## config.mk

```make
export PLATFORM = sky130hd
export DESIGN_NAME = byte_pretoken_splitter_unit_flat
export DESIGN_NICKNAME = d
export VERILOG_FILES = /design/src/rtl/core/pts_pkg.sv /design/src/rtl/core/pts_in_if.sv /design/src/rtl/core/pts_out_if.sv /design/src/rtl/core/byte_pretoken_splitter_unit.sv /design/src/rtl/core/pts_parser.sv /design/src/rtl/core/pts_outq.sv /design/src/flat_wrapper.sv
export SDC_FILE = /design/constraint.sdc
export NUM_CORES = 1
export LEC_CHECK = 0
export ABC_AREA = 1
export BUFFER_PORTS_ARGS = -buffer_cell sky130_fd_sc_hd__buf_2
export CAP_MARGIN = 20
export CORE_UTILIZATION = 45
export CTS_CLUSTER_DIAMETER = 30
export DETAILED_ROUTE_END_ITERATION = 10
export PLACE_DENSITY_LB_ADDON = 0.05
export SLEW_MARGIN = 0
export SYNTH_ARGS = -nofsm -noshare
export SYNTH_HDL_FRONTEND = slang
export SYNTH_SLANG_ARGS = --single-unit
```

## constraint.sdc

```tcl
create_clock -name clk -period 3.8 [get_ports clk]
set_input_delay 0.38 -clock clk [delete_from_list [all_inputs] [get_ports clk]]
set_output_delay 0.38 -clock clk [all_outputs]
set_load 0.05 [all_outputs]
```

## src/rtl/core/pts_pkg.sv

```systemverilog
package pts_pkg;

	typedef enum logic [1:0] {
		CLS_LETTER = 2'd0,
		CLS_DIGIT  = 2'd1,
		CLS_SPACE  = 2'd2,
		CLS_OTHER  = 2'd3
	} cls_t;

	typedef enum logic [2:0] {
		PH_START   = 3'd0,
		PH_RUN     = 3'd1,
		PH_WS_ONE  = 3'd2,
		PH_WS_MANY = 3'd3,
		PH_APOS    = 3'd4,
		PH_HOLD    = 3'd5
	} phase_t;

	localparam logic [7:0] CH_APOS = 8'h27;
	localparam logic [7:0] CH_S    = 8'h73;
	localparam logic [7:0] CH_T    = 8'h74;
	localparam logic [7:0] CH_M    = 8'h6D;
	localparam logic [7:0] CH_D    = 8'h64;
	localparam logic [7:0] CH_R    = 8'h72;
	localparam logic [7:0] CH_V    = 8'h76;
	localparam logic [7:0] CH_L    = 8'h6C;
	localparam logic [7:0] CH_E    = 8'h65;

	localparam int OUTQ_DEPTH = 4;
	localparam int OUTQ_AW    = $clog2(OUTQ_DEPTH);
	localparam int OUTQ_CW    = $clog2(OUTQ_DEPTH + 1);

	typedef struct packed {
		logic [7:0] out_byte;
		logic       piece_start;
		logic       last_of_text;
	} result_t;

	// up to two results per transfer; when both are valid, first is the held byte
	typedef struct packed {
		logic    first_valid;
		logic    second_valid;
		result_t first;
		result_t second;
	} push_t;

	function automatic cls_t class_of(input logic [7:0] b);
		cls_t c;
		if (b[7])
			c = CLS_OTHER;
		else if (b == 8'h20 || (b >= 8'h09 && b <= 8'h0D))
			c = CLS_SPACE;
		else if ((b >= 8'h61 && b <= 8'h7A) || (b >= 8'h41 && b <= 8'h5A))
			c = CLS_LETTER;
		else if (b >= 8'h30 && b <= 8'h39)
			c = CLS_DIGIT;
		else
			c = CLS_OTHER;
		return c;
	endfunction

	function automatic logic [7:0] to_lower(input logic [7:0] b);
		logic [7:0] r;
		r = b;
		if (b >= 8'h41 && b <= 8'h5A)
			r = b | 8'h20;
		return r;
	endfunction

	// phase after a byte that opens a piece
	function automatic phase_t begin_phase(input logic [7:0] b, input logic last);
		phase_t p;
		if (class_of(b) == CLS_SPACE)
			p = PH_WS_ONE;
		else if (b == CH_APOS && !last)
			p = PH_APOS;
		else
			p = PH_RUN;
		return p;
	endfunction

endpackage

```

## src/rtl/core/pts_in_if.sv

```systemverilog
interface pts_in_if;
	logic       valid;
	logic       ready;
	logic [7:0] text_byte;
	logic       end_of_text;

	modport source(output valid, output text_byte, output end_of_text, input ready);
	modport sink(input valid, input text_byte, input end_of_text, output ready);
endinterface

```

## src/rtl/core/pts_out_if.sv

```systemverilog
interface pts_out_if;
	logic       valid;
	logic       ready;
	logic [7:0] out_byte;
	logic       piece_start;
	logic       last_of_text;

	modport source(output valid, output out_byte, output piece_start, output last_of_text,
		input ready);
	modport sink(input valid, input out_byte, input piece_start, input last_of_text,
		output ready);
endinterface

```

## src/rtl/core/byte_pretoken_splitter_unit.sv

```systemverilog
// Byte pretoken splitter.
// text_in (sink): one text byte per transfer, end_of_text set on the last byte.
// piece_out (source): every byte comes back in order, piece_start marking the
// first byte of each pretoken piece, last_of_text on the final byte.
// Throughput: one byte per cycle sustained while the output queue has room.
// An input transfer reaches piece_out through the input register, then the output queue.
// A possible three-byte contraction (apostrophe, then r/v/l) holds its second
// byte back until the next byte has arrived; that byte then leaves together
// with the held one, both written into the queue in one cycle.
// The output queue holds four results; the parser moves a byte on only while
// at least two slots are free, so a stalled receiver backs up through the
// input register into text_in and nothing is dropped.
// Reset (arst_n low) empties the queue and returns the parser to the start of
// a text; the same parser state is restored after each end_of_text byte.
module byte_pretoken_splitter_unit (
	input  logic       clk,
	input  logic       arst_n,
	pts_in_if.sink     text_in,
	pts_out_if.source  piece_out
);

	pts_pkg::push_t push;
	logic           room;

	pts_parser u_parser (
		.clk     (clk),
		.arst_n  (arst_n),
		.text_in (text_in),
		.room    (room),
		.push    (push)
	);

	pts_outq u_outq (
		.clk       (clk),
		.arst_n    (arst_n),
		.push      (push),
		.room      (room),
		.piece_out (piece_out)
	);

endmodule

```

## src/rtl/core/pts_parser.sv

```systemverilog
module pts_parser (
	input  logic              clk,
	input  logic              arst_n,
	pts_in_if.sink            text_in,
	input  logic              room,
	output pts_pkg::push_t    push
);

	logic                 valid_s1;
	logic [7:0]           byte_s1;
	logic                 last_s1;
	pts_pkg::phase_t      phase_q;
	pts_pkg::cls_t        run_class_q;
	logic [7:0]           held_q;

	logic                 advance;
	pts_pkg::phase_t      phase_d;
	pts_pkg::cls_t        run_class_d;
	pts_pkg::cls_t        cls;
	logic [7:0]           lc;
	logic [7:0]           hl;
	logic                 start_f;
	logic                 emit_held;
	logic                 held_start;
	logic                 hold_now;
	logic                 hit;

	assign advance       = valid_s1 && room;
	assign text_in.ready = !valid_s1 || advance;

	always_ff @(posedge clk or negedge arst_n) begin
		if (!arst_n) begin
			valid_s1 <= 1'b0;
		end else if (text_in.ready) begin
			valid_s1 <= text_in.valid;
		end
	end

	always_ff @(posedge clk) begin
		if (text_in.ready && text_in.valid) begin
			byte_s1 <= text_in.text_byte;
			last_s1 <= text_in.end_of_text;
		end
		if (advance && hold_now)
			held_q <= byte_s1;
	end

	always_ff @(posedge clk or negedge arst_n) begin
		if (!arst_n) begin
			phase_q     <= pts_pkg::PH_START;
			run_class_q <= pts_pkg::CLS_LETTER;
		end else if (advance) begin
			phase_q     <= phase_d;
			run_class_q <= run_class_d;
		end
	end

	always_comb begin
		cls         = pts_pkg::class_of(byte_s1);
		lc          = pts_pkg::to_lower(byte_s1);
		hl          = pts_pkg::to_lower(held_q);
		hit         = ((hl == pts_pkg::CH_R || hl == pts_pkg::CH_V) && lc == pts_pkg::CH_E) ||
		              (hl == pts_pkg::CH_L && lc == pts_pkg::CH_L);
		start_f     = 1'b1;
		emit_held   = 1'b0;
		held_start  = 1'b1;
		hold_now    = 1'b0;
		phase_d     = phase_q;
		run_class_d = run_class_q;
		case (phase_q)
			pts_pkg::PH_RUN: begin
				if (cls == run_class_q) begin
					start_f = 1'b0;
				end else begin
					phase_d     = pts_pkg::begin_phase(byte_s1, last_s1);
					run_class_d = cls;
				end
			end
			pts_pkg::PH_WS_ONE: begin
				// lone space folds into the next run
				start_f = 1'b0;
				if (cls == pts_pkg::CLS_SPACE) begin
					phase_d = pts_pkg::PH_WS_MANY;
				end else begin
					phase_d     = pts_pkg::PH_RUN;
					run_class_d = cls;
				end
			end
			pts_pkg::PH_WS_MANY: begin
				if (cls == pts_pkg::CLS_SPACE) begin
					start_f = 1'b0;
				end else begin
					phase_d     = pts_pkg::begin_phase(byte_s1, last_s1);
					run_class_d = cls;
				end
			end
			pts_pkg::PH_APOS: begin
				if (lc == pts_pkg::CH_S || lc == pts_pkg::CH_T || lc == pts_pkg::CH_M ||
				    lc == pts_pkg::CH_D) begin
					start_f = 1'b0;
					phase_d = pts_pkg::PH_START;
				end else if ((lc == pts_pkg::CH_R || lc == pts_pkg::CH_V ||
				              lc == pts_pkg::CH_L) && !last_s1) begin
					hold_now = 1'b1;
					phase_d  = pts_pkg::PH_HOLD;
				end else if (cls == pts_pkg::CLS_OTHER) begin
					start_f     = 1'b0;
					phase_d     = pts_pkg::PH_RUN;
					run_class_d = pts_pkg::CLS_OTHER;
				end else begin
					phase_d     = pts_pkg::begin_phase(byte_s1, last_s1);
					run_class_d = cls;
				end
			end
			pts_pkg::PH_HOLD: begin
				emit_held = 1'b1;
				if (hit) begin
					held_start = 1'b0;
					start_f    = 1'b0;
					phase_d    = pts_pkg::PH_START;
				end else if (cls == pts_pkg::CLS_LETTER) begin
					start_f     = 1'b0;
					phase_d     = pts_pkg::PH_RUN;
					run_class_d = pts_pkg::CLS_LETTER;
				end else begin
					phase_d     = pts_pkg::begin_phase(byte_s1, last_s1);
					run_class_d = cls;
				end
			end
			default: begin
				phase_d     = pts_pkg::begin_phase(byte_s1, last_s1);
				run_class_d = cls;
			end
		endcase
		if (last_s1) begin
			phase_d     = pts_pkg::PH_START;
			run_class_d = pts_pkg::CLS_LETTER;
		end
	end

	always_comb begin
		push.first_valid         = advance && !hold_now;
		push.second_valid        = advance && emit_held;
		push.second.out_byte     = byte_s1;
		push.second.piece_start  = start_f;
		push.second.last_of_text = last_s1;
		if (emit_held) begin
			push.first.out_byte     = held_q;
			push.first.piece_start  = held_start;
			push.first.last_of_text = 1'b0;
		end else begin
			push.first = push.second;
		end
	end

`ifndef ASSERT_OFF
	a_two_only_from_hold: assert property (@(posedge clk) disable iff (!arst_n)
		push.second_valid |-> phase_q == pts_pkg::PH_HOLD)
		else $error("two results outside the held-byte phase");
	a_last_clears: assert property (@(posedge clk) disable iff (!arst_n)
		advance && last_s1 |=> phase_q == pts_pkg::PH_START)
		else $error("phase not cleared after end of text");
`endif

endmodule

```

## src/rtl/core/pts_outq.sv

```systemverilog
module pts_outq (
	input  logic              clk,
	input  logic              arst_n,
	input  pts_pkg::push_t    push,
	output logic              room,
	pts_out_if.source         piece_out
);

	pts_pkg::result_t                 mem_q [pts_pkg::OUTQ_DEPTH];
	logic [pts_pkg::OUTQ_AW-1:0]      wr_ptr_q;
	logic [pts_pkg::OUTQ_AW-1:0]      rd_ptr_q;
	logic [pts_pkg::OUTQ_CW-1:0]      count_q;
	logic [pts_pkg::OUTQ_CW-1:0]      push_cnt;
	logic                             pop;
	logic [pts_pkg::OUTQ_AW-1:0]      wr_next;
	pts_pkg::result_t                 head;

	assign push_cnt = pts_pkg::OUTQ_CW'(push.first_valid) + pts_pkg::OUTQ_CW'(push.second_valid);
	assign pop      = piece_out.valid && piece_out.ready;
	assign wr_next  = wr_ptr_q + pts_pkg::OUTQ_AW'(1);
	// a transfer into the queue may carry two results
	assign room     = count_q <= pts_pkg::OUTQ_CW'(pts_pkg::OUTQ_DEPTH - 2);

	always_ff @(posedge clk or negedge arst_n) begin
		if (!arst_n) begin
			wr_ptr_q <= '0;
			rd_ptr_q <= '0;
			count_q  <= '0;
		end else begin
			wr_ptr_q <= wr_ptr_q + push_cnt[pts_pkg::OUTQ_AW-1:0];
			if (pop)
				rd_ptr_q <= rd_ptr_q + pts_pkg::OUTQ_AW'(1);
			count_q <= count_q + push_cnt - pts_pkg::OUTQ_CW'(pop);
		end
	end

	always_ff @(posedge clk) begin
		if (push.first_valid)
			mem_q[wr_ptr_q] <= push.first;
		if (push.second_valid)
			mem_q[wr_next] <= push.second;
	end

	assign head                   = mem_q[rd_ptr_q];
	assign piece_out.valid        = count_q != '0;
	assign piece_out.out_byte     = head.out_byte;
	assign piece_out.piece_start  = head.piece_start;
	assign piece_out.last_of_text = head.last_of_text;

`ifndef ASSERT_OFF
	a_no_overflow: assert property (@(posedge clk) disable iff (!arst_n)
		count_q <= pts_pkg::OUTQ_CW'(pts_pkg::OUTQ_DEPTH))
		else $error("output queue overflow");
	a_push_order: assert property (@(posedge clk) disable iff (!arst_n)
		push.second_valid |-> push.first_valid)
		else $error("second result pushed without first");
	a_push_room: assert property (@(posedge clk) disable iff (!arst_n)
		push.first_valid |-> room)
		else $error("push into full queue");
	a_empty_fill: assert property (@(posedge clk) disable iff (!arst_n)
		count_q == '0 && push.first_valid |=> piece_out.valid)
		else $error("pushed result not shown");
`endif

endmodule
```

## src/flat_wrapper.sv

```systemverilog
// flat-port wrapper written by rule: the top's interface ports become plain ports
module byte_pretoken_splitter_unit_flat 
  (clk, arst_n, text_in_valid, text_in_text_byte, text_in_end_of_text, text_in_ready, piece_out_valid, piece_out_out_byte, piece_out_piece_start, piece_out_last_of_text, piece_out_ready);
  pts_in_if text_in_i ();
  pts_out_if piece_out_i ();
  input  logic clk;
  input  logic arst_n;
  input wire logic [$bits(text_in_i.valid)-1:0] text_in_valid;
  input wire logic [$bits(text_in_i.text_byte)-1:0] text_in_text_byte;
  input wire logic [$bits(text_in_i.end_of_text)-1:0] text_in_end_of_text;
  output wire logic [$bits(text_in_i.ready)-1:0] text_in_ready;
  output wire logic [$bits(piece_out_i.valid)-1:0] piece_out_valid;
  output wire logic [$bits(piece_out_i.out_byte)-1:0] piece_out_out_byte;
  output wire logic [$bits(piece_out_i.piece_start)-1:0] piece_out_piece_start;
  output wire logic [$bits(piece_out_i.last_of_text)-1:0] piece_out_last_of_text;
  input wire logic [$bits(piece_out_i.ready)-1:0] piece_out_ready;
  assign text_in_i.valid = text_in_valid;
  assign text_in_i.text_byte = text_in_text_byte;
  assign text_in_i.end_of_text = text_in_end_of_text;
  assign text_in_ready = text_in_i.ready;
  assign piece_out_valid = piece_out_i.valid;
  assign piece_out_out_byte = piece_out_i.out_byte;
  assign piece_out_piece_start = piece_out_i.piece_start;
  assign piece_out_last_of_text = piece_out_i.last_of_text;
  assign piece_out_i.ready = piece_out_ready;
  byte_pretoken_splitter_unit u_core (.clk(clk), .arst_n(arst_n), .text_in(text_in_i), .piece_out(piece_out_i));
endmodule
```

---- Yosys cells after proc, flatten, opt, wreduce, memory -nomap -nowiden ----
Memories as Yosys holds them, arrays and structs flattened.
Cells that the tools add are included.
word-level totals
  register bits after elaboration ......... 30
  memory bits (writable) .................. 40
  input bits .............................. 13
  output and inout port bits .............. 12
  word-level logic and storage cells ...... 153
  memories ................................ 1
memory list
  memory               words  bits a word  read ports  clocked after Yosys merged registers in  write ports  line           RTL
  u_core.u_outq.mem_q  4      10           1           0                                        2            pts_outq.sv:9  pts_pkg::result_t mem_q [pts_pkg::OUTQ_DEPTH];
operators by class
  add/sub/neg operators ................... 6
  magnitude comparators ................... 11
  equality and inequality tests ........... 32
  multiplexer cells ....................... 60
  reduce and logical (&&, ||, !) cells .... 34
operators by type and width
  kind                number
  $eq 8x7->1 const B  11
  $mux 2              23
  $mux 3              14
  $ge 8x7->1 const B  3
  $le 8x7->1 const B  3
  $ne 3x3->1 const B  6
  $mux 1              17
  $eq 8x6->1 const B  2
  $logic_and 1x1->1   15
  $pmux 3 s5          1
  $eq 2x2->1 const B  7
  $mux 6              2
  $logic_or 1x1->1    10
  $mux 10             1
  $ge 8x4->1 const B  1
  $ge 8x6->1 const B  1
  $le 8x4->1 const B  1
  $le 8x6->1 const B  1
  $pmux 2 s4          1
  $eq 3x2->1 const B  2
  $eq 3x3->1 const B  2
  $reduce_and 6->1    1
  $pmux 1 s5          1
  $reduce_or 5->1     1
  13 further kinds    16

---- Logic depth before layout (Yosys ltp) ----
Gate-level depths: netlist (run 1).
  depth in word-level cells ............... 18
  depth in mapped cells ................... 19
  depth with buffers taken out ............ 18

---- Hierarchy ----
Synthesis (run 1) repeated with hierarchy kept, for this count alone.
unflattened totals
  cells, all modules ...................... 511
  area total of the unflattened synthesis .. 4132.7 sq um
modules (own cells, without submodules)
  module      instances  cells an instance  area each (sq um)  seq. area each (sq um)
  pts_outq    1          287                2459.9             1376.3
  pts_parser  1          224                1672.9             660.6

---- Worst setup path before layout (run 1) ----
OpenSTA, ideal clock, no wires.
  path type ............................... reg2reg
  from .................................... register u_core.u_parser.byte_s1[2]
  to ...................................... register u_core.u_outq.count_q[1] (netlist name)
  setup time .............................. 0.136 ns
  data arrival time ....................... 2.682 ns
  data required time ...................... 3.664 ns
  path slack .............................. 0.982 ns
  cell stages (with the launch flop) ...... 18
  buffers on the path ..................... 0
  cells stage by stage .................... edfxtp_1 > inv_2 > nand2_1 > nand2_1 > nand3_2 > nand2_2 > nand4_1 > nand2_1 > nand2_1 > nor2_2 > inv_2 > nand2_1 > inv_1 > ha_1 > or2_2 > nand2_1 > ha_1 > fa_1
between the ends
  cells in the longest elaborated chain, start to end .. 15
  elaborated cells between the ends (all ways) .. 25
  classes of those cells .................. add/sub: 3; order compare: 2; eq/ne: 7; mux: 4; reduce/logical: 9
ends and longest elaborated chain
  element                                   line               RTL
  start, declared                           pts_parser.sv:10   logic [7:0] byte_s1;
  start signal, assigned                    pts_parser.sv:41   byte_s1 <= text_in.text_byte;
  $ge 8x7->1 or $le 8x7->1 (tied branches)  pts_pkg.sv:65      if (b >= 8'h41 && b <= 8'h5A)
  $logic_and 1x1->1                         pts_pkg.sv:65
  $mux 6 (*)                                pts_pkg.sv:65
  $eq 8x7->1                                pts_parser.sv:102  end else if ((lc == pts_pkg::CH_R || lc == pts_pkg::CH_V ||
  $logic_or 1x1->1 (2 in a row)             pts_parser.sv:102
  $logic_and 1x1->1                         pts_parser.sv:103  lc == pts_pkg::CH_L) && !last_s1) begin
  $mux 1                                    pts_parser.sv:102
  $mux 1 (*)                                pts_parser.sv:98   if (lc == pts_pkg::CH_S || lc == pts_pkg::CH_T || lc == pts_pkg::CH_M ||
  $mux 1 (*)                                pts_parser.sv:70   case (phase_q)
  $logic_not 1->1 (*)                       pts_parser.sv:142  push.first_valid = advance && !hold_now;
  $logic_and 1x1->1 (*)                     pts_parser.sv:142
  $add 1x1->2 (*)                           pts_outq.sv:18     assign push_cnt = pts_pkg::OUTQ_CW'(push.first_valid) + pts_pkg::OUTQ_CW'(push.second_valid);
  $add 3x3->3 (*)                           pts_outq.sv:33     count_q <= count_q + push_cnt - pts_pkg::OUTQ_CW'(pop);
  $sub 3x1->3 (*)                           pts_outq.sv:33
  end signal, assigned                      pts_outq.sv:33
  end, declared                             pts_outq.sv:12     logic [pts_pkg::OUTQ_CW-1:0] count_q;
Every way passes the cells marked *; elsewhere a longest branch is shown, timed or not.
A chain may end at the register's enable or synchronous reset.

---- Worst setup path in the final report (run 1) ----
  from .................................... register u_core.u_parser.byte_s1[7]
  to ...................................... register u_core.u_outq.count_q[1] (netlist name)
between the ends
  cells in the longest elaborated chain, start to end .. 15
  elaborated cells between the ends (all ways) .. 25
  classes of those cells .................. add/sub: 3; order compare: 2; eq/ne: 7; mux: 4; reduce/logical: 9
ends and longest elaborated chain
  element                                   line
  $ge 8x7->1 or $le 8x7->1 (tied branches)  pts_pkg.sv:65
  $logic_and 1x1->1                         pts_pkg.sv:65
  $mux 6                                    pts_pkg.sv:65
  $eq 8x7->1                                pts_parser.sv:102
  $logic_or 1x1->1 (2 in a row)             pts_parser.sv:102
  $logic_and 1x1->1                         pts_parser.sv:103
  $mux 1                                    pts_parser.sv:102
  $mux 1 (*)                                pts_parser.sv:98
  $mux 1 (*)                                pts_parser.sv:70
  $logic_not 1->1 (*)                       pts_parser.sv:142
  $logic_and 1x1->1 (*)                     pts_parser.sv:142
  $add 1x1->2 (*)                           pts_outq.sv:18
  $add 3x3->3 (*)                           pts_outq.sv:33
  $sub 3x1->3 (*)                           pts_outq.sv:33
Marks and branches as above.

==> results of run 1 <==
[critical path, stage by stage, from the launching register on]
cell and delay (ns):
edfxtp_1 0.40, inv_2 0.13, nand2_1 0.11, inv_1 0.12, nand3_2 0.19, nand2_2 0.14
nand4_1 0.09, nand2_1 0.10, nand2_1 0.09, nor2_2 0.15, inv_2 0.04, nand2_1 0.13
inv_1 0.06, ha_1 0.33, or2_2 0.34, nand2_1 0.07, ha_1 0.16, fa_1 0.42
[final cells by class]
cell class,instances,share of cell area (%)
repair buffers,26,3.22
multi-input cells,310,36.5
clock inverters,7,2.28
inverters,49,4.42
well taps,105,3.07
clock buffers,9,2.90
flip-flops and latches,70,47.6
[layout by cell type, fill, tap and decap left out, types with 7 or more instances in the layout]
cell      synthesis  routed
buf_2             1      24
inv_2            15      15
o21ai_1          40      40
edfxtp_1         57      57
inv_1            32      32
clkbuf_8          0       9
nand2_1         106     106
dfrtp_1          13      13
nor2_1           47      47
o21ai_0          32      32
a21oi_1           7       7
nand3_1          16      16
o22ai_1          10      10
nor2_2            8       8
[cell families (layout without fill, tap and decap cells)]
kind of cell | Yosys count | count (layout) | share of synthesized area [%]
AND/OR/NAND/NOR | 205 | 205 | 24.0
AO/OA/AOI/OAI | 93 | 93 | 12.7
flip-flops | 70 | 70 | 52.4
buffers and inverters | 63 | 91 | 7.50
adder cells (fa/ha/maj) | 6 | 6 | 2.12
XOR/XNOR | 6 | 6 | 1.35
[metal layers]
metal / routed length [um] / vias to the layer above / GRT usage (%)
met5: 0 / - / 0
met4: 97 / 0 / 7.07
met3: 318 / 9 / 2.74
met2: 3830 / 61 / 33.0
met1: 3890 / 1330 / 26.7
li1: - / 1549 / -
[worst max path at each step]
stage | start | to | cells after the start
floorplan | u_core.u_parser.byte_s1[2] | u_core.u_outq.count_q[1] | 17
global placement | u_core.u_parser.byte_s1[7] | u_core.u_outq.count_q[1] | 17
detailed placement | u_core.u_parser.byte_s1[7] | u_core.u_outq.count_q[1] | 17
CTS | u_core.u_parser.byte_s1[7] | u_core.u_outq.count_q[1] | 17
global route | u_core.u_parser.byte_s1[7] | u_core.u_outq.count_q[1] | 17
finish | u_core.u_parser.byte_s1[7] | u_core.u_outq.count_q[1] | 17
[power groups by stage]
stage / clock [mW] / sequential, mW / combinational [mW]
CTS: 0.683 / 1.21 / 1.34
detailed placement: 0 / 1.22 / 1.34
floorplan: 0 / 1.15 / 1.10
global placement: 0 / 1.22 / 1.32
global route: 0.711 / 1.23 / 1.48
finish: 0.668 / 1.20 / 1.32
[state kept, by name (all words and copies together), names as in the netlist]
register / count
u_core.u_outq.wr_ptr_q: 2
u_core.u_parser.byte_s1: 8
u_core.u_parser.run_class_q: 2
u_core.u_parser.held_q: 8
u_core.u_outq.mem_q: 40
u_core.u_parser.phase_q: 3
u_core.u_parser.last_s1: 1
u_core.u_parser.valid_s1: 1
u_core.u_outq.count_q: 3
u_core.u_outq.rd_ptr_q: 2
[through the flow]
| step | total power [mW] | utilization [%] | setup slack [ns] | cells | instance area, sq um |
|---|---|---|---|---|---|
| 3_5_place_dp | 2.56 | 48.7 | 0.634 | 559 | 4050 |
| 6_report | 3.19 | 51.5 | 0.623 | 576 | 4280 |
| 5_1_grt | 3.42 | 51.5 | 0.329 | 576 | 4280 |
| 4_1_cts | 3.23 | 51.5 | 0.614 | 576 | 4280 |
| 2_1_floorplan | 2.25 | - | 0.982 | 443 | 3890 |
| 3_3_place_gp | 2.54 | 48.7 | 0.741 | 559 | 4050 |
[repair_timing]
action | 4_1_cts | 5_1_grt
hold buffers | 1 | 0
endpoints found under the hold margin | 13 | 0
setup endpoints to repair | 0 | 0
==> reports/results.tsv, run 1 <==
metric	value	unit
post-route setup TNS	0	ns
Tmin final	3.18	ns
switching power total	1.40	mW
post-synth top area share	44.0	%
die span in x	95.0	um
crit path capture type	flip-flop	
I/O Pins	25	
Routed WL	8.13	mm
largest net degree at the start of global routing	23	
Cell Int Power	1.79	mW
antenna-violating nets left	0	
Worst VDD drop	0.230	mV
CP Launch Type	flip-flop	
Placement Rows	33	
Netlist cell types	34	
sequential share of power	37.7	%
die area	9020	sq um
mapped cell area	3890	sq um
CTS tree	yes	
Max FO, Critical Path	8	
leading area contributor after synthesis	edfxtp_1	
ANT cells	0	
max-cap violations	0	
CORE AREA	8300	sq um
register cell area after layout	2040	sq um
status	finished clean	
total grt overflow	0	
Worst R2R Setup Slack	0.62	ns
dpl hpwl	5.79	mm
initial antenna violation count	0	
vias in the first global route	2809	
# clock sinks	70	
Hold Path Sink	u_core.u_parser.last_s1	
number of synthesized flops with an enable pin	57	
Worst EP arrival	3.39	ns
multi-input logic area	1560	sq um
syn_area_per_cell	8.78	sq um
Worst R2R Start	u_core.u_parser.byte_s1[7]	
first drt pass iteration count	4	
RSZ-0062 raised after global routing	false	
DR iter-0 viols	136	
Synth Register Bits	70	
first-pass GRT wire length	13.5	mm
largest cells by area after synthesis	edfxtp_1 44%, nand2_1 10%, dfrtp_1 8.4%	
fill count	772	
register area share after synthesis	52.4	%
synth cell count leaders	106 x nand2_1, 57 x edfxtp_1, 47 x nor2_1	
fin crit share	83.6	%
number of port buffers	24	
share of layout cells above drive strength 1	17.4	%
Final Hold Fails	0	
max-slew violation count	0	
Leakage Power	1.74	nW
clock share of power	20.9	%
Hold Crit Start	text_in_end_of_text	
Slew headroom	25.2	%
hold crit path type	in2reg	
Placer Congestion	0.834	
most frequent cell after synthesis	nand2_1	
Synth Flop Type	edfxtp_1	
Post-synth ARST share	18.6	%
post_cts resized	0	
Mapped Nets	462	
DIE HEIGHT	95.0	um
Clk Latency, worst-skew pair	0.34	ns
worst reg2reg path depth	17	
worst hold stages	1	
root buffer cell	clkbuf_8	
H-Tree Depth	3	
TritonCTS buffer count	9	
via count	2949	
Initial Utilization	46.9	%
combinational share of power	41.4	%
Fin Clk Skew	0.00835	ns
Layout area overhead	9.97	%
setup violators final	0	
# DRC	0	
Syn. warnings	0	
fmax	315	MHz
Nets	485	
WP data required	4.01	ns
via/cell ratio	5.12	
post-DR wirelength/cell	14.1	um
clock-pin slew on the worst setup and hold paths	0.08	ns
Mapped Cells	443	
CTS Buffer Depth	2	
Slew @ Worst Pin	1.11	ns
Power Density	747	nW/um^2
Post-CTS Setup Bufs	0	
GRT Overall Usage	19.9	%
sw frac	43.9	%
Fin Hold WS	0.210	ns
Setup CP Type	reg2reg	
Critical R2R Capture	u_core.u_outq.count_q[1]	
Power figures use the tool's default switching activity.
==> run 2: changes to the inputs <==
Clock period 3.8 ns to 2.8 ns, I/O delays scaled along.
==> run 2 against run 1 <==
  * Register-to-register slack lost 0.46 ns
  * Sequential share of layout area is 3.1 points lower
  * Fmax grew 21%
  * Core utilization rose by 3.6 points
  * Cell area grew 7.1%
  * Via count grew 5.7%
  * Highest routed layer unchanged
==> reports/results.tsv, run 2 (same netlist as run 1, synthesis figures left out) <==
metric	value	unit	change
clock-pin slew on the worst setup and hold paths	0.08	ns	about the same
Final Total Pwr	4.64	mW	+45%
H-Tree Depth	3		unchanged
fin crit share	94.1	%	+11 points
max-cap violations	0		unchanged
vias in the first global route	2841		+1.1%
CTS tree	yes		
die span in x	95.0	um	unchanged
max-slew violation count	0		unchanged
WP data required	3.03	ns	-0.98 ns
dpl hpwl	6.18	mm	+6.9%
combinational share of power	44.6	%	+3.2 points
first-pass GRT wire length	13.7	mm	+1.7%
first drt pass iteration count	5		+1
post-DR wirelength/cell	14.3	um	+1.4%
via/cell ratio	5.15		+0.50%
via count	3118		+5.7%
Critical R2R Capture	u_core.u_outq.count_q[1]		
Slew @ Worst Pin	0.806	ns	-0.308 ns
clock share of power	21.7	%	+0.8 points
worst hold stages	1		unchanged
Worst R2R Setup Slack	0.16	ns	-0.46 ns
sw frac	42.6	%	-1.3 points
Cell Int Power	2.67	mW	+49%
met3 Track Usage GR	4.03	%	+1.3 points
Largest register FFs	40		unchanged
GRT Overall Usage	20.5	%	+0.62 points
grt peak-use layer	met2		
initial antenna violation count	0		unchanged
root buffer cell	clkbuf_8		
most flop-heavy register	u_core.u_outq.mem_q		
switching power total	1.98	mW	+41%
Setup CP Type	reg2reg		
sequential share of power	33.7	%	-4.0 points
Layout area overhead	17.7	%	
share of layout cells above drive strength 1	24.8	%	+7.3 points
Worst R2R Start	u_core.u_parser.byte_s1[1]		
largest net degree at the start of global routing	22		-4.3%
DIE HEIGHT	95.0	um	unchanged
Placement Rows	33		unchanged
Worst VDD drop	0.400	mV	+74%
fill count	746		-3.4%
Placer Congestion	0.834		about the same
register cell area after layout	2040	sq um	unchanged
Leakage Power	1.90	nW	+9.3%
Slew headroom	46.1	%	+21 points
Routed WL	8.68	mm	+6.7%
CTS Buffer Depth	2		unchanged
Fin Clk Skew	0.00855	ns	+0.000200 ns
most common cell after layout, fill and taps aside	nand2_1		
CP startpoint	u_core.u_parser.byte_s1[1]		
post-route setup TNS	0	ns	unchanged
Worst EP arrival	2.86	ns	-0.53 ns
cell area after layout	4580	sq um	+7.1%
CORE AREA	8300	sq um	unchanged
placed cell areas	4240	sq um	+4.8%
worst reg2reg path depth	16		-1
Initial Utilization	46.9	%	unchanged
critical path endpoint	u_core.u_outq.count_q[1]		
CP Launch Type	flip-flop		
# clock sinks	70		unchanged
Clk Latency, worst-skew pair	0.35	ns	about the same
I/O Pins	25		unchanged
Power Density	1010	nW/um^2	+36%
Final Hold Fails	0		unchanged
met2 Use GR	32.9	%	-0.060 points
number of port buffers	24		unchanged
hold crit path type	in2reg		
status	finished clean		
Nets	515		+6.2%
crit path capture type	flip-flop		
Largest regs	u_core.u_outq.mem_q: 40 flops, u_core.u_parser.byte_s1: 8 flops, u_core.u_parser.held_q: 8 flops		
die area	9020	sq um	unchanged
multi-input logic area	1610	sq um	+3.4%
total grt overflow	0		unchanged
setup violators final	0		unchanged
fmax	379	MHz	+21%
DR iter-0 viols	199		+46%
antenna-violating nets left	0		unchanged
# DRC	0		unchanged
ANT cells	0		unchanged
Max FO, Critical Path	4		-4
commonest non-fill, non-tap cells in the layout	101 x nand2_1, 57 x edfxtp_1, 45 x nor2_1		
Fin Hold WS	0.100	ns	-0.110 ns
TritonCTS buffer count	9		unchanged
met1 usage	27.5	%	+0.77 points
Tmin final	2.64	ns	-0.542 ns
==> run 2: how the worst min path moves through the flow <==
stage	startpoint	endpoint	slack, ns
after floorplan	arst_n	u_core.u_outq.count_q[0]	-0.02
after global placement	arst_n	u_core.u_outq.rd_ptr_q[0]	0.18
after detailed placement	arst_n	u_core.u_outq.rd_ptr_q[0]	0.19
after CTS	text_in_text_byte[0]	u_core.u_parser.byte_s1[0]	0.1
after global routing	text_in_text_byte[0]	u_core.u_parser.byte_s1[0]	0.09
final	text_in_end_of_text	u_core.u_parser.last_s1	0.10
==> run 2: per-stage QoR <==
| step | utilization (%) | setup slack, ns | std cells |
|---|---|---|---|
| after CTS | 54.4 | 0.00314 | 603 |
| after floorplan | - | 0.00734 | 443 |
| after global placement | 51.1 | 0.0530 | 584 |
| final | 55.2 | 0.164 | 606 |
| after global routing | 55.2 | -0.0251 | 606 |
| after detailed placement | 51.1 | -0.0629 | 584 |
==> run 2: per-layer routing <==
| metal | up-vias | wire length, um |
|---|---|---|
| met2 | 82 | 4090 |
| met5 | - | 0 |
| met4 | 0 | 221 |
| li1 | 1599 | - |
| met1 | 1416 | 3930 |
| met3 | 21 | 436 |
==> run 2: final cells by class <==
class / instances / area share [%]
Sequential cell: 70 / 44.5
Multi-Input combinational cell: 310 / 35.2
Timing Repair Buffer: 56 / 7.93
Inverter: 49 / 4.13
Tap cell: 105 / 2.87
Clock buffer: 9 / 2.71
Clock inverter: 7 / 2.65
==> run 2: critical path: stages, from the launching register on <==
cell	delay [ns]
edfxtp_1	0.45
nor2_2	0.19
nand3_1	0.14
nand3_4	0.12
nand2_4	0.06
nand3_1	0.10
nand2_2	0.07
nand2_2	0.09
nor2_4	0.05
inv_2	0.05
nand2_2	0.05
inv_2	0.07
ha_4	0.20
or2_4	0.25
nand2_1	0.07
ha_2	0.17
fa_1	0.40
==> run 2: power by group through the flow <==
| stage | combinational, mW | sequential [mW] | clock (mW) |
|---|---|---|---|
| 2_1_floorplan | 1.50 | 1.56 | 0 |
| 3_3_place_gp | 2.00 | 1.58 | 0 |
| 3_5_place_dp | 2.03 | 1.59 | 0 |
| 4_1_cts | 2.05 | 1.57 | 1.02 |
| 5_1_grt | 2.27 | 1.59 | 1.06 |
| 6_report | 2.07 | 1.57 | 1.01 |
==> run 2: repair_timing <==
| item | 4_1_cts | 5_1_grt |
|---|---|---|
| resized for setup | 4 | 10 |
| endpoints found under the setup margin | 2 | 2 |
| hold endpoints to repair | 13 | 0 |
| gates cloned | 0 | 0 |
| setup buffers | 2 | 3 |
| pin swaps | 1 | 4 |
| hold buffers | 1 | 0 |
==> run 3: changes to the inputs <==
Settings changed: MAX_ROUTING_LAYER set to met4.
==> run 3 against run 2 <==
  * Sequential share of layout area is the same
  * Worst hold slack improved by 0.0075 ns
  * Global-route usage up 0.68 points
  * Non-clock buffer count unchanged
  * First-iteration DRC count rose by 20%
  * Sequential power hardly changed
==> reports/results.tsv, run 3 (same netlist as run 1, synthesis figures left out) <==
metric	value	unit	change
# DRC	0		unchanged
most flop-heavy register	u_core.u_outq.mem_q		
# clock sinks	70		unchanged
critical path's slowest cell	edfxtp_1		
most common cell after layout, fill and taps aside	nand2_1		
first-pass GRT wire length	13.7	mm	+0.15%
largest net degree at the start of global routing	22		unchanged
Fin Hold WS	0.108	ns	+0.00749 ns
H-Tree Depth	3		unchanged
Placement Rows	33		unchanged
dpl hpwl	6.18	mm	unchanged
register cell area after layout	2040	sq um	unchanged
Final Hold Fails	0		unchanged
die area	9020	sq um	unchanged
number of port buffers	24		unchanged
WP data required	3.02	ns	about the same
root buffer cell	clkbuf_8		
die span in x	95.0	um	unchanged
Largest regs	u_core.u_outq.mem_q: 40 flops, u_core.u_parser.byte_s1: 8 flops, u_core.u_parser.held_q: 8 flops		
TritonCTS buffer count	9		unchanged
fin crit share	94.2	%	about the same
Worst EP arrival	2.85	ns	about the same
CTS Buffer Depth	2		unchanged
post-DR wirelength/cell	14.3	um	about the same
fmax	379	MHz	about the same
setup violators final	0		unchanged
via/cell ratio	5.14		-0.16%
Setup CP Type	reg2reg		
Routed WL	8.69	mm	about the same
initial antenna violation count	0		unchanged
share of layout cells above drive strength 1	24.8	%	unchanged
max-slew violation count	0		unchanged
via count	3113		-0.16%
crit path capture type	flip-flop		
vias in the first global route	2835		-0.21%
Power Density	1010	nW/um^2	about the same
Clk Latency, worst-skew pair	0.34	ns	about the same
crit path buf inv count	2		unchanged
hold crit path type	in2reg		
final core area utilization	55.2	%	unchanged
DR iter-0 viols	238		+20%
CP top delay family	simple AND/OR/NAND/NOR gates		
most frequent CP cell	nand2_2		
Slew headroom	45.9	%	-0.15 points
total grt overflow	0		unchanged
post-route insts no fill	606		unchanged
status	finished clean		
peak per-stage delay on the critical path	0.45	ns	about the same
CTS tree	yes		
GRT Overall Usage	21.2	%	+0.68 points
Slew @ Worst Pin	0.809	ns	+0.00226 ns
Tmin final	2.64	ns	+0.000586 ns
Initial Utilization	46.9	%	unchanged
Largest register FFs	40		unchanged
Layout area overhead	17.7	%	unchanged
multi-input logic area	1610	sq um	unchanged
DIE HEIGHT	95.0	um	unchanged
cell area after layout	4580	sq um	unchanged
crit path cell chain	nor2_2 > nand3_1 > nand3_4 > nand2_4 > nand3_1 > nand2_2 > nand2_2 > nor2_4 > inv_2 > nand2_2 > inv_2 > ha_4 > or2_4 > nand2_1 > ha_2 > fa_1		
placed cell areas	4240	sq um	unchanged
Worst VDD drop	0.400	mV	about the same
CP Launch Type	flip-flop		
max-cap violations	0		unchanged
fill count	746		unchanged
Leakage Power	1.90	nW	unchanged
first drt pass iteration count	4		-1
clock-pin slew on the worst setup and hold paths	0.08	ns	about the same
commonest non-fill, non-tap cells in the layout	101 x nand2_1, 57 x edfxtp_1, 45 x nor2_1		
Nets	515		unchanged
Max FO, Critical Path	4		unchanged
CORE AREA	8300	sq um	unchanged
I/O Pins	25		unchanged
Post-Place Cells	584		unchanged
ANT cells	0		unchanged
antenna-violating nets left	0		unchanged
Placer Congestion	0.847		+1.5%
Fin Clk Skew	0.00913	ns	+0.000572 ns
[run 3: cell counts in the layout (fill, tap and decap cells not counted)]
No cell type changed its count.
[run 3: area by class of cell]
type | count | share of cell area (%)
timing repair buffer | 56 | 7.93
clock inverter | 7 | 2.65
clock buffer | 9 | 2.71
multi-input combinational | 310 | 35.2
tap | 105 | 2.87
inverter | 49 | 4.13
sequential | 70 | 44.5
[run 3: power breakdown]
group / internal [mW] / switching, mW
clock network: 0.596 / 0.408
registers: 1.43 / 0.131
logic: 0.634 / 1.43
[run 3: layer usage]
metal / share of wire (%) / vias up / wire [um] / global-route usage, %
met5: 0 / - / 0 / -
met4: 1.9 / 0 / 164 / 7.83
met3: 4.4 / 15 / 384 / 4.27
met2: 48 / 76 / 4180 / 33.0
met1: 46 / 1419 / 3960 / 27.5
li1: - / 1603 / - / -
[run 3: worst paths after layout]
kind	from	to	slack, ns	cells past startpoint
setup / recovery	u_core.u_parser.byte_s1[1]	u_core.u_outq.count_q[1]	0.16	16
hold / removal	text_in_end_of_text	u_core.u_parser.last_s1	0.11	1
setup reg to reg	u_core.u_parser.byte_s1[1]	u_core.u_outq.count_q[1]	0.16	16
hold reg to reg	u_core.u_parser.byte_s1[7]	u_core.u_parser.held_q[7]	0.49	0
max in group asynchronous	arst_n	u_core.u_parser.run_class_q[1]	2.23	2
min in group asynchronous	arst_n	u_core.u_outq.rd_ptr_q[0]	0.35	2
[run 3: through the flow]
step | power, mW | setup TNS (ns) | setup slack, ns
floorplan | 3.06 | 0 | 0.00734
global placement | 3.58 | 0 | 0.0530
detailed placement | 3.62 | -0.0629 | -0.0629
CTS | 4.64 | 0 | 0.00314
global route | 4.92 | -0.0330 | -0.0251
finish | 4.64 | 0 | 0.164
[run 3: repair_timing]
item,CTS,global route
setup buffers,2,3
pin swaps,1,4
setup endpoints to repair,2,2
gates resized for setup,4,10
hold buffers,1,0
hold endpoints to repair,13,0
